File: config.mk
export PLATFORM = sky130hd
export DESIGN_NAME = pending_bind_list_compactor_flat
export DESIGN_NICKNAME = d
export VERILOG_FILES = /design/src/sv/pblc_pkg.sv /design/src/sv/pblc_if.sv /design/src/sv/pending_bind_list_compactor.sv /design/src/sv/pblc_cell.sv /design/src/flat_wrapper.sv
export SDC_FILE = /design/constraint.sdc
export NUM_CORES = 2
export LEC_CHECK = 0
export BUFFER_PORTS_ARGS = -buffer_cell sky130_fd_sc_hd__buf_2
export CAP_MARGIN = 30
export CORE_MARGIN = 2
export CORE_UTILIZATION = 62
export DETAILED_ROUTE_END_ITERATION = 7
export PLACE_DENSITY = 0.83
export SLEW_MARGIN = 20
export SYNTH_ARGS = -nofsm -noshare
export SYNTH_HDL_FRONTEND = slang
export SYNTH_SLANG_ARGS = --single-unit
export TNS_END_PERCENT = 20
File: constraint.sdc
create_clock -name clk -period 10.5 [get_ports clk]
set_input_delay 0.525 -clock clk [delete_from_list [all_inputs] [get_ports clk]]
set_output_delay 0.525 -clock clk [all_outputs]
set_load 0.01 [all_outputs]
File: src/sv/pblc_pkg.sv
// Shared types, codes and constants for the pending bind list compactor.
`default_nettype none

package pblc_pkg;

  // Default list capacity and the fixed field widths of the words.
  localparam int PBLC_DEPTH = 32;
  localparam int LEN_W      = 6;
  localparam int ELEM_W     = 16;
  localparam int SEQ_W      = 16;
  localparam int CYC_W      = 31;

  // Operation codes carried in the mode field.
  typedef enum logic [1:0] {
    MD_ADD  = 2'd0,
    MD_DROP = 2'd1,
    MD_KEEP = 2'd2,
    MD_READ = 2'd3
  } mode_t;

  // Result status codes.
  typedef enum logic [1:0] {
    ST_OK       = 2'd0,
    ST_FULL     = 2'd1,
    ST_KEEP_ERR = 2'd2,
    ST_RANGE    = 2'd3
  } status_t;

  // Controller states.
  typedef enum logic [1:0] {
    S_IDLE,
    S_WALK,
    S_FINISH
  } state_t;

  // One stored bind record.
  typedef struct packed {
    logic [ELEM_W-1:0] elem_id;
    logic [SEQ_W-1:0]  sequence_id;
    logic [CYC_W-1:0]  begin_cycle;
  } rec_t;

  // Controls broadcast from the controller to every cell of the row.
  typedef struct packed {
    logic shift;
    logic load;
  } pblc_ctl_t;

  // Width of a cell index for a given depth, at least one bit.
  function automatic int idx_width(input int depth);
    idx_width = (depth > 1) ? $clog2(depth) : 1;
  endfunction

endpackage

`default_nettype wire

File: src/sv/pblc_if.sv
// Handshake interfaces for the request and result channels of the compactor.
`default_nettype none

interface pblc_in_if;
  logic        valid;
  logic        ready;
  logic [1:0]  mode;
  logic [15:0] elem_id;
  logic [15:0] sequence_id;
  logic [30:0] begin_cycle;
  logic [5:0]  count_or_index;

  modport source (output valid, mode, elem_id, sequence_id, begin_cycle, count_or_index,
                  input ready);
  modport sink   (input valid, mode, elem_id, sequence_id, begin_cycle, count_or_index,
                  output ready);
endinterface

interface pblc_out_if;
  logic        valid;
  logic        ready;
  logic [1:0]  status;
  logic [5:0]  length;
  logic [15:0] out_elem_id;
  logic [15:0] out_sequence_id;
  logic [30:0] out_begin_cycle;

  modport source (output valid, status, length, out_elem_id, out_sequence_id,
                  out_begin_cycle, input ready);
  modport sink   (input valid, status, length, out_elem_id, out_sequence_id,
                  out_begin_cycle, output ready);
endinterface

`default_nettype wire

File: src/sv/pending_bind_list_compactor.sv
// Top level of the pending bind list compactor: controller and the row of record cells.
//
// The list lives in a row of DEPTH cells that behaves as a shift-register queue, record 0 at
// the head. Add writes the tail cell and keep only moves the length, so those words, and reads
// outside the list, pass from the finish state straight into the result register. Drop and
// read walk the list once: every cycle the head record leaves the row and, unless it is being
// dropped, is written back at the tail. A new word is taken only once the previous one has
// finished; the result register holds a finished word until the sink takes it. Reset empties
// the list at once.
`default_nettype none

module pending_bind_list_compactor #(
  parameter int DEPTH = pblc_pkg::PBLC_DEPTH
) (
  input  wire logic   clk,
  input  wire logic   rst,
  pblc_in_if.sink     req,
  pblc_out_if.source  rsp
);
  import pblc_pkg::*;

  localparam int IW = idx_width(DEPTH);
  localparam int CW = $clog2(DEPTH + 1);
  localparam int XW = (CW > LEN_W) ? CW : LEN_W;

  state_t          state, state_next;
  logic [CW-1:0]   count, count_next;
  logic [CW-1:0]   total, step, idx;
  logic [CW-1:0]   cnt_m1;
  mode_t           op, req_mode;
  logic [ELEM_W-1:0] key;
  status_t         res_status, acc_status;
  rec_t            res_rec;
  logic            rsp_valid_r;
  status_t         out_status;
  logic [LEN_W-1:0] out_len;
  rec_t            out_rec;

  rec_t            cell_data [DEPTH];
  rec_t            right     [DEPTH];
  pblc_ctl_t       ctl;
  logic [IW-1:0]   load_idx;
  rec_t            load_data;

  rec_t            in_rec, head;
  logic            accept, keep_head, last_step, out_free, full;
  logic [XW-1:0]   count_x, n_x;

  // Request decode and walk helpers.
  assign req_mode   = mode_t'(req.mode);
  assign in_rec     = '{elem_id: req.elem_id, sequence_id: req.sequence_id,
                        begin_cycle: req.begin_cycle};
  assign accept     = req.valid && req.ready;
  assign req.ready  = (state == S_IDLE);
  assign head       = cell_data[0];
  assign keep_head  = (op == MD_READ) || (head.elem_id != key);
  assign cnt_m1     = count - 1'b1;
  assign last_step  = (step == (total - 1'b1));
  assign count_x    = XW'(count);
  assign n_x        = XW'(req.count_or_index);
  assign full       = (count_x >= XW'(DEPTH));
  assign out_free   = !rsp_valid_r || rsp.ready;

  // Status of a word as it is accepted.
  always_comb begin
    acc_status = ST_OK;
    case (req_mode)
      MD_ADD:  acc_status = full ? ST_FULL : ST_OK;
      MD_DROP: acc_status = ST_OK;
      MD_KEEP: acc_status = (n_x > count_x) ? ST_KEEP_ERR : ST_OK;
      MD_READ: acc_status = (n_x >= count_x) ? ST_RANGE : ST_OK;
      default: acc_status = ST_OK;
    endcase
  end

  // Next state, next length and the controls for the cell row.
  always_comb begin
    state_next = state;
    count_next = count;
    ctl        = '0;
    load_idx   = count[IW-1:0];
    load_data  = in_rec;
    case (state)
      S_IDLE: begin
        if (accept) begin
          state_next = S_FINISH;
          case (req_mode)
            MD_ADD: begin
              if (!full) begin
                ctl.load   = 1'b1;
                count_next = count + 1'b1;
              end
            end
            MD_DROP: begin
              if (count != '0) begin
                state_next = S_WALK;
              end
            end
            MD_KEEP: begin
              if (n_x <= count_x) begin
                count_next = n_x[CW-1:0];
              end
            end
            MD_READ: begin
              if (n_x < count_x) begin
                state_next = S_WALK;
              end
            end
            default: state_next = S_FINISH;
          endcase
        end
      end
      S_WALK: begin
        ctl.shift = 1'b1;
        ctl.load  = keep_head;
        load_idx  = cnt_m1[IW-1:0];
        load_data = head;
        if (!keep_head) begin
          count_next = cnt_m1;
        end
        if (last_step) begin
          state_next = S_FINISH;
        end
      end
      S_FINISH: begin
        if (out_free) begin
          state_next = S_IDLE;
        end
      end
      default: state_next = S_IDLE;
    endcase
  end

  // Control registers.
  always_ff @(posedge clk) begin
    if (rst) begin
      state       <= S_IDLE;
      count       <= '0;
      rsp_valid_r <= 1'b0;
    end else begin
      state <= state_next;
      count <= count_next;
      if (state == S_FINISH && out_free) begin
        rsp_valid_r <= 1'b1;
      end else if (rsp.ready) begin
        rsp_valid_r <= 1'b0;
      end
    end
  end

  // Operation context and the pending result.
  always_ff @(posedge clk) begin
    if (accept) begin
      op         <= req_mode;
      key        <= req.elem_id;
      idx        <= n_x[CW-1:0];
      total      <= count;
      step       <= '0;
      res_status <= acc_status;
      res_rec    <= '0;
    end else if (state == S_WALK) begin
      step <= step + 1'b1;
      if (op == MD_READ && step == idx) begin
        res_rec <= head;
      end
    end
  end

  // Result register towards the sink.
  always_ff @(posedge clk) begin
    if (state == S_FINISH && out_free) begin
      out_status <= res_status;
      out_len    <= count_x[LEN_W-1:0];
      out_rec    <= res_rec;
    end
  end

  assign rsp.valid           = rsp_valid_r;
  assign rsp.status          = out_status;
  assign rsp.length          = out_len;
  assign rsp.out_elem_id     = out_rec.elem_id;
  assign rsp.out_sequence_id = out_rec.sequence_id;
  assign rsp.out_begin_cycle = out_rec.begin_cycle;

  // The row of cells; the last cell shifts in an empty record.
  for (genvar i = 0; i < DEPTH; i++) begin : g_cell
    if (i == DEPTH - 1) begin : g_tail
      assign right[i] = '0;
    end else begin : g_body
      assign right[i] = cell_data[i+1];
    end
    pblc_cell #(
      .DEPTH (DEPTH),
      .INDEX (i)
    ) u_cell (
      .clk       (clk),
      .ctl       (ctl),
      .load_idx  (load_idx),
      .load_data (load_data),
      .right     (right[i]),
      .data      (cell_data[i])
    );
  end

endmodule

`default_nettype wire

File: src/sv/pblc_cell.sv
// One cell of the record row: holds a single record and takes its right neighbour's on a shift.
`default_nettype none

module pblc_cell #(
  parameter int DEPTH = pblc_pkg::PBLC_DEPTH,
  parameter int INDEX = 0
) (
  input  wire logic                                     clk,
  input  wire pblc_pkg::pblc_ctl_t                      ctl,
  input  wire logic [pblc_pkg::idx_width(DEPTH)-1:0]    load_idx,
  input  wire pblc_pkg::rec_t                           load_data,
  input  wire pblc_pkg::rec_t                           right,
  output pblc_pkg::rec_t                                data
);
  import pblc_pkg::*;

  localparam int IW = idx_width(DEPTH);

  logic hit;

  // This cell is the tail slot that the controller is writing.
  assign hit = (load_idx == IW'(INDEX));

  // A tail write wins over the shift; the record store needs no reset.
  always_ff @(posedge clk) begin
    if (ctl.load && hit) begin
      data <= load_data;
    end else if (ctl.shift) begin
      data <= right;
    end
  end

endmodule

`default_nettype wire

File: src/flat_wrapper.sv
// flat-port wrapper written by rule: the top's interface ports become plain ports
module pending_bind_list_compactor_flat import pblc_pkg::*;
#(
  parameter int DEPTH = pblc_pkg::PBLC_DEPTH
)
  (clk, rst, req_valid, req_mode, req_elem_id, req_sequence_id, req_begin_cycle, req_count_or_index, req_ready, rsp_valid, rsp_status, rsp_length, rsp_out_elem_id, rsp_out_sequence_id, rsp_out_begin_cycle, rsp_ready);
  pblc_in_if req_i ();
  pblc_out_if rsp_i ();
  input  wire logic clk;
  input  wire logic rst;
  input wire logic [$bits(req_i.valid)-1:0] req_valid;
  input wire logic [$bits(req_i.mode)-1:0] req_mode;
  input wire logic [$bits(req_i.elem_id)-1:0] req_elem_id;
  input wire logic [$bits(req_i.sequence_id)-1:0] req_sequence_id;
  input wire logic [$bits(req_i.begin_cycle)-1:0] req_begin_cycle;
  input wire logic [$bits(req_i.count_or_index)-1:0] req_count_or_index;
  output wire logic [$bits(req_i.ready)-1:0] req_ready;
  output wire logic [$bits(rsp_i.valid)-1:0] rsp_valid;
  output wire logic [$bits(rsp_i.status)-1:0] rsp_status;
  output wire logic [$bits(rsp_i.length)-1:0] rsp_length;
  output wire logic [$bits(rsp_i.out_elem_id)-1:0] rsp_out_elem_id;
  output wire logic [$bits(rsp_i.out_sequence_id)-1:0] rsp_out_sequence_id;
  output wire logic [$bits(rsp_i.out_begin_cycle)-1:0] rsp_out_begin_cycle;
  input wire logic [$bits(rsp_i.ready)-1:0] rsp_ready;
  assign req_i.valid = req_valid;
  assign req_i.mode = req_mode;
  assign req_i.elem_id = req_elem_id;
  assign req_i.sequence_id = req_sequence_id;
  assign req_i.begin_cycle = req_begin_cycle;
  assign req_i.count_or_index = req_count_or_index;
  assign req_ready = req_i.ready;
  assign rsp_valid = rsp_i.valid;
  assign rsp_status = rsp_i.status;
  assign rsp_length = rsp_i.length;
  assign rsp_out_elem_id = rsp_i.out_elem_id;
  assign rsp_out_sequence_id = rsp_i.out_sequence_id;
  assign rsp_out_begin_cycle = rsp_i.out_begin_cycle;
  assign rsp_i.ready = rsp_ready;
  pending_bind_list_compactor #(.DEPTH(DEPTH)) u_core (.clk(clk), .rst(rst), .req(req_i), .rsp(rsp_i));
endmodule
==> reports/qor.txt <==
Die Wd -> 391.4 um
worst clock skew -> 0.04845 ns
Critical Path AT -> 5.82 ns
fin worst setup slack -> 5.147 ns
critical path's slowest cell -> o21ai_4
largest net degree at the start of global routing -> 122
RSZ-0062 raised after global routing -> false
CP Cell Sequence -> nor2b_4 > buf_4 > a31oi_1 > a211oi_2 > o21a_1 > nand2_1 > o21ai_4 > buf_4
Top delay family on crit path -> compound AO/OA/AOI/OAI gates
met3 GRT Util -> 9.103%
routing usage on met1 -> 41.43%
endpoints failing hold -> 0
share of cells above drive strength 1 -> 40.25%
Syn Nets -> 5652
main flop type after synthesis -> edfxtp_1
H-tree depth -> 4
Yosys Warn Count -> 0
most frequent cells in the layout -> edfxtp_1, mux2_2, nand2_1
setup tns final -> 0 ns
post-route ant nets -> 0
placed insts -> 7422
CTS Sinks -> 2197
CP Capture Type -> flop
first-pass GRT wire length -> 334.8 mm
initial antenna violation count -> 8
commonest non-fill, non-tap cell in the layout -> edfxtp_1
# fillers -> 8970
Async SR Flop Fraction -> 0%
Layout Nets -> 5772
height of the die -> 391.4 um
Num CTS Buffers -> 210
Mapped Cells -> 5566
Resized cells post-CTS -> 0
busiest grt layer -> met2
Finished Layout Cells -> 7879
Max Cap Viol -> 0
main area contributors after synthesis -> edfxtp_1, mux2_2, nand2_1
Synth area leader -> edfxtp_1
1st-iter DRT viols -> 6231
final worst-path cycle share -> 50.98%
CTS tree -> done
RD Place Congestion -> 0.8727
Routed WL -> 232.5 mm
total I/O pin count -> 148
Power, Total -> 0.01882 W
Max IR drop VDD -> 0.1681 mV
core area -> 149400 um^2
Vias/cell -> 6.518
starting density of the core -> 62.26%
GRT Residual Overflow -> 0
Vias -> 51360
library cells used by synthesis -> 59
number of global-route vias before repair -> 50680
Static Leak -> 34.72 nW
Hold Crit Class -> in -> reg
die area -> 153200 um^2
Power Density -> 181.9 nW/um^2
post-synth top area share -> 68.40%
Seq cells post-synth -> 2197
worst-margin pin slew -> 1.097 ns
IO Port Bufs -> 147
WP buf/inv -> 2
clk_lat worst skew -> 0.87 ns
Place WS -> 5.392 ns
post-DP HPWL -> 129.1 mm
critical path class -> reg -> reg
Post-Syn Area -> 93030 um^2
Max Root-Sink Buffers -> 3
pins over their slew limit -> 0
crit path max fanout -> 59
DR DRC count -> 0
GRT Util Overall -> 30.11%
DRT Pass-1 Iters -> 6
register area share after synthesis -> 70.08%
Max Freq -> 186.8 MHz
Post-synth EDFFs -> 2119
area delta synth->final -> 11.25%
Reg clk slew, reported paths -> 0.07 ns
status -> finished, final reports clean
Worst EP required -> 10.96 ns
worst slew margin relative to its limit -> 26.71%
setup violators final -> 0
Std-Cell Rows -> 142
Slowest Stage Delay on Critical Path -> 0.85 ns
Critical Path Start Type -> flop
Syn Area/Cell -> 16.71 um^2
most used cell, CP -> buf_4
grt met2 use -> 45.34%
Wirelength per Cell -> 29.51 um
clk root buf -> clkbuf_16
Final min period -> 5.353 ns
[where the power goes]
part | total (W) | leakage [nW] | switching (W) | internal, W
clock | 0.00739 | 3.23 | 0.00329 | 0.00410
combinational | 0.00127 | 11.6 | 0.000889 | 0.000383
sequential | 0.0102 | 19.9 | 0.000131 | 0.0100
total | 0.0188 | 34.7 | 0.00431 | 0.0145
[stage by stage]
step	hold slack (ns)	area, um^2	utilization [%]
5_1_grt	0.06198	103500	69.26
4_1_cts	0.006637	102800	68.78
3_3_place_gp	0.4071	95510	63.92
6_report	0.06311	103500	69.26
3_5_place_dp	0.4107	95890	64.18
2_1_floorplan	0.4003	93030	-
[registers in the layout, indices dropped and copies added, names as in the netlist]
signal,cells
u_core.rsp.out_sequence_id,16
u_core.res_rec,63
u_core.count,6
u_core.rsp.out_begin_cycle,31
u_core.key,16
u_core.idx,6
u_core.g_cell.u_cell.data,2016
u_core.rsp.status,2
u_core.op,2
u_core.res_status,2
u_core.rsp.out_elem_id,16
u_core.total,6
u_core.state,2
u_core.rsp.length,6
u_core.step,6
u_core.rsp.valid,1
[worst paths after layout]
path / start / endpoint / slack, ns / depth (start not counted)
worst max-delay path: u_core.state[0] / u_core.g_cell[8].u_cell.data[29] / 5.15 / 8
worst min-delay path: req_valid / u_core.state[1] / 0.06 / 3
worst max register to register: u_core.state[0] / u_core.g_cell[8].u_cell.data[29] / 5.15 / 8
worst min register to register: u_core.res_rec[0] / u_core.rsp.out_begin_cycle[0] / 0.42 / 0
[what timing repair did]
action / 4_1_cts / 5_1_grt
buffers inserted: 0 / 0
hold buffers: 25 / 0
endpoints found under the hold margin: 27 / 0
[cell type report]
cell class              instances  area, um^2  share of cell area (%)
well taps                    2016        2522                   2.437
flip-flops and latches       2197       65190                   62.99
inverters                      11       41.29                 0.03990
diodes                          2       5.005                0.004836
clock buffers                 286        5685                   5.494
repair buffers                322        2726                   2.634
clock inverters               101       949.7                  0.9176
multi-input cells            2944       26370                   25.48
[worst min-delay path, cell delays in order]
cell and delay, ns:
buf_2 0.12, a31oi_1 0.09, o22ai_1 0.16
[metal layers]
layer,vias to the layer above,wire length (um)
met5,-,40
met3,454,28580
met1,26310,89410
met2,3263,105600
li1,21330,-
met4,6,8891
[cells by family after synthesis]
kind of cell | Yosys count | synth area share [%]
muxes | 1832 | 22.09
and+or+nand+nor | 729 | 3.232
buffers and inverters | 425 | 2.145
AOI/OAI and AO/OA | 335 | 1.965
xor gates and xnor gates | 37 | 0.3483
adders and majority gates | 11 | 0.1479
DFF | 2197 | 70.08
[synth_stat cells (2+ instances only)]
library cell,number
ha_1,11
nand4_1,6
mux2_2,1701
buf_4,62
o31ai_1,6
nor3_1,11
o21a_1,8
o21ai_2,2
o21bai_1,2
xnor2_1,9
mux2i_1,67
a21oi_1,73
or2_2,9
nor2b_1,5
nor2_1,94
o21ba_2,2
o22ai_1,2
buf_2,134
dfxtp_1,78
o211ai_1,2
nor2_2,8
nand3_1,18
nand3b_1,2
nor3_4,6
o31a_1,3
o2111ai_1,4
mux2_1,64
nor4_1,3
and4_1,2
nand2_1,545
xor2_1,28
o21ai_0,215
nand2b_1,3
and3_1,8
or4_1,2
inv_1,11
buf_1,7
a221oi_1,2
edfxtp_1,2119
a211oi_1,2
a31oi_1,2
clkbuf_1,211
No activity file was read; power rests on OpenSTA's default activity.
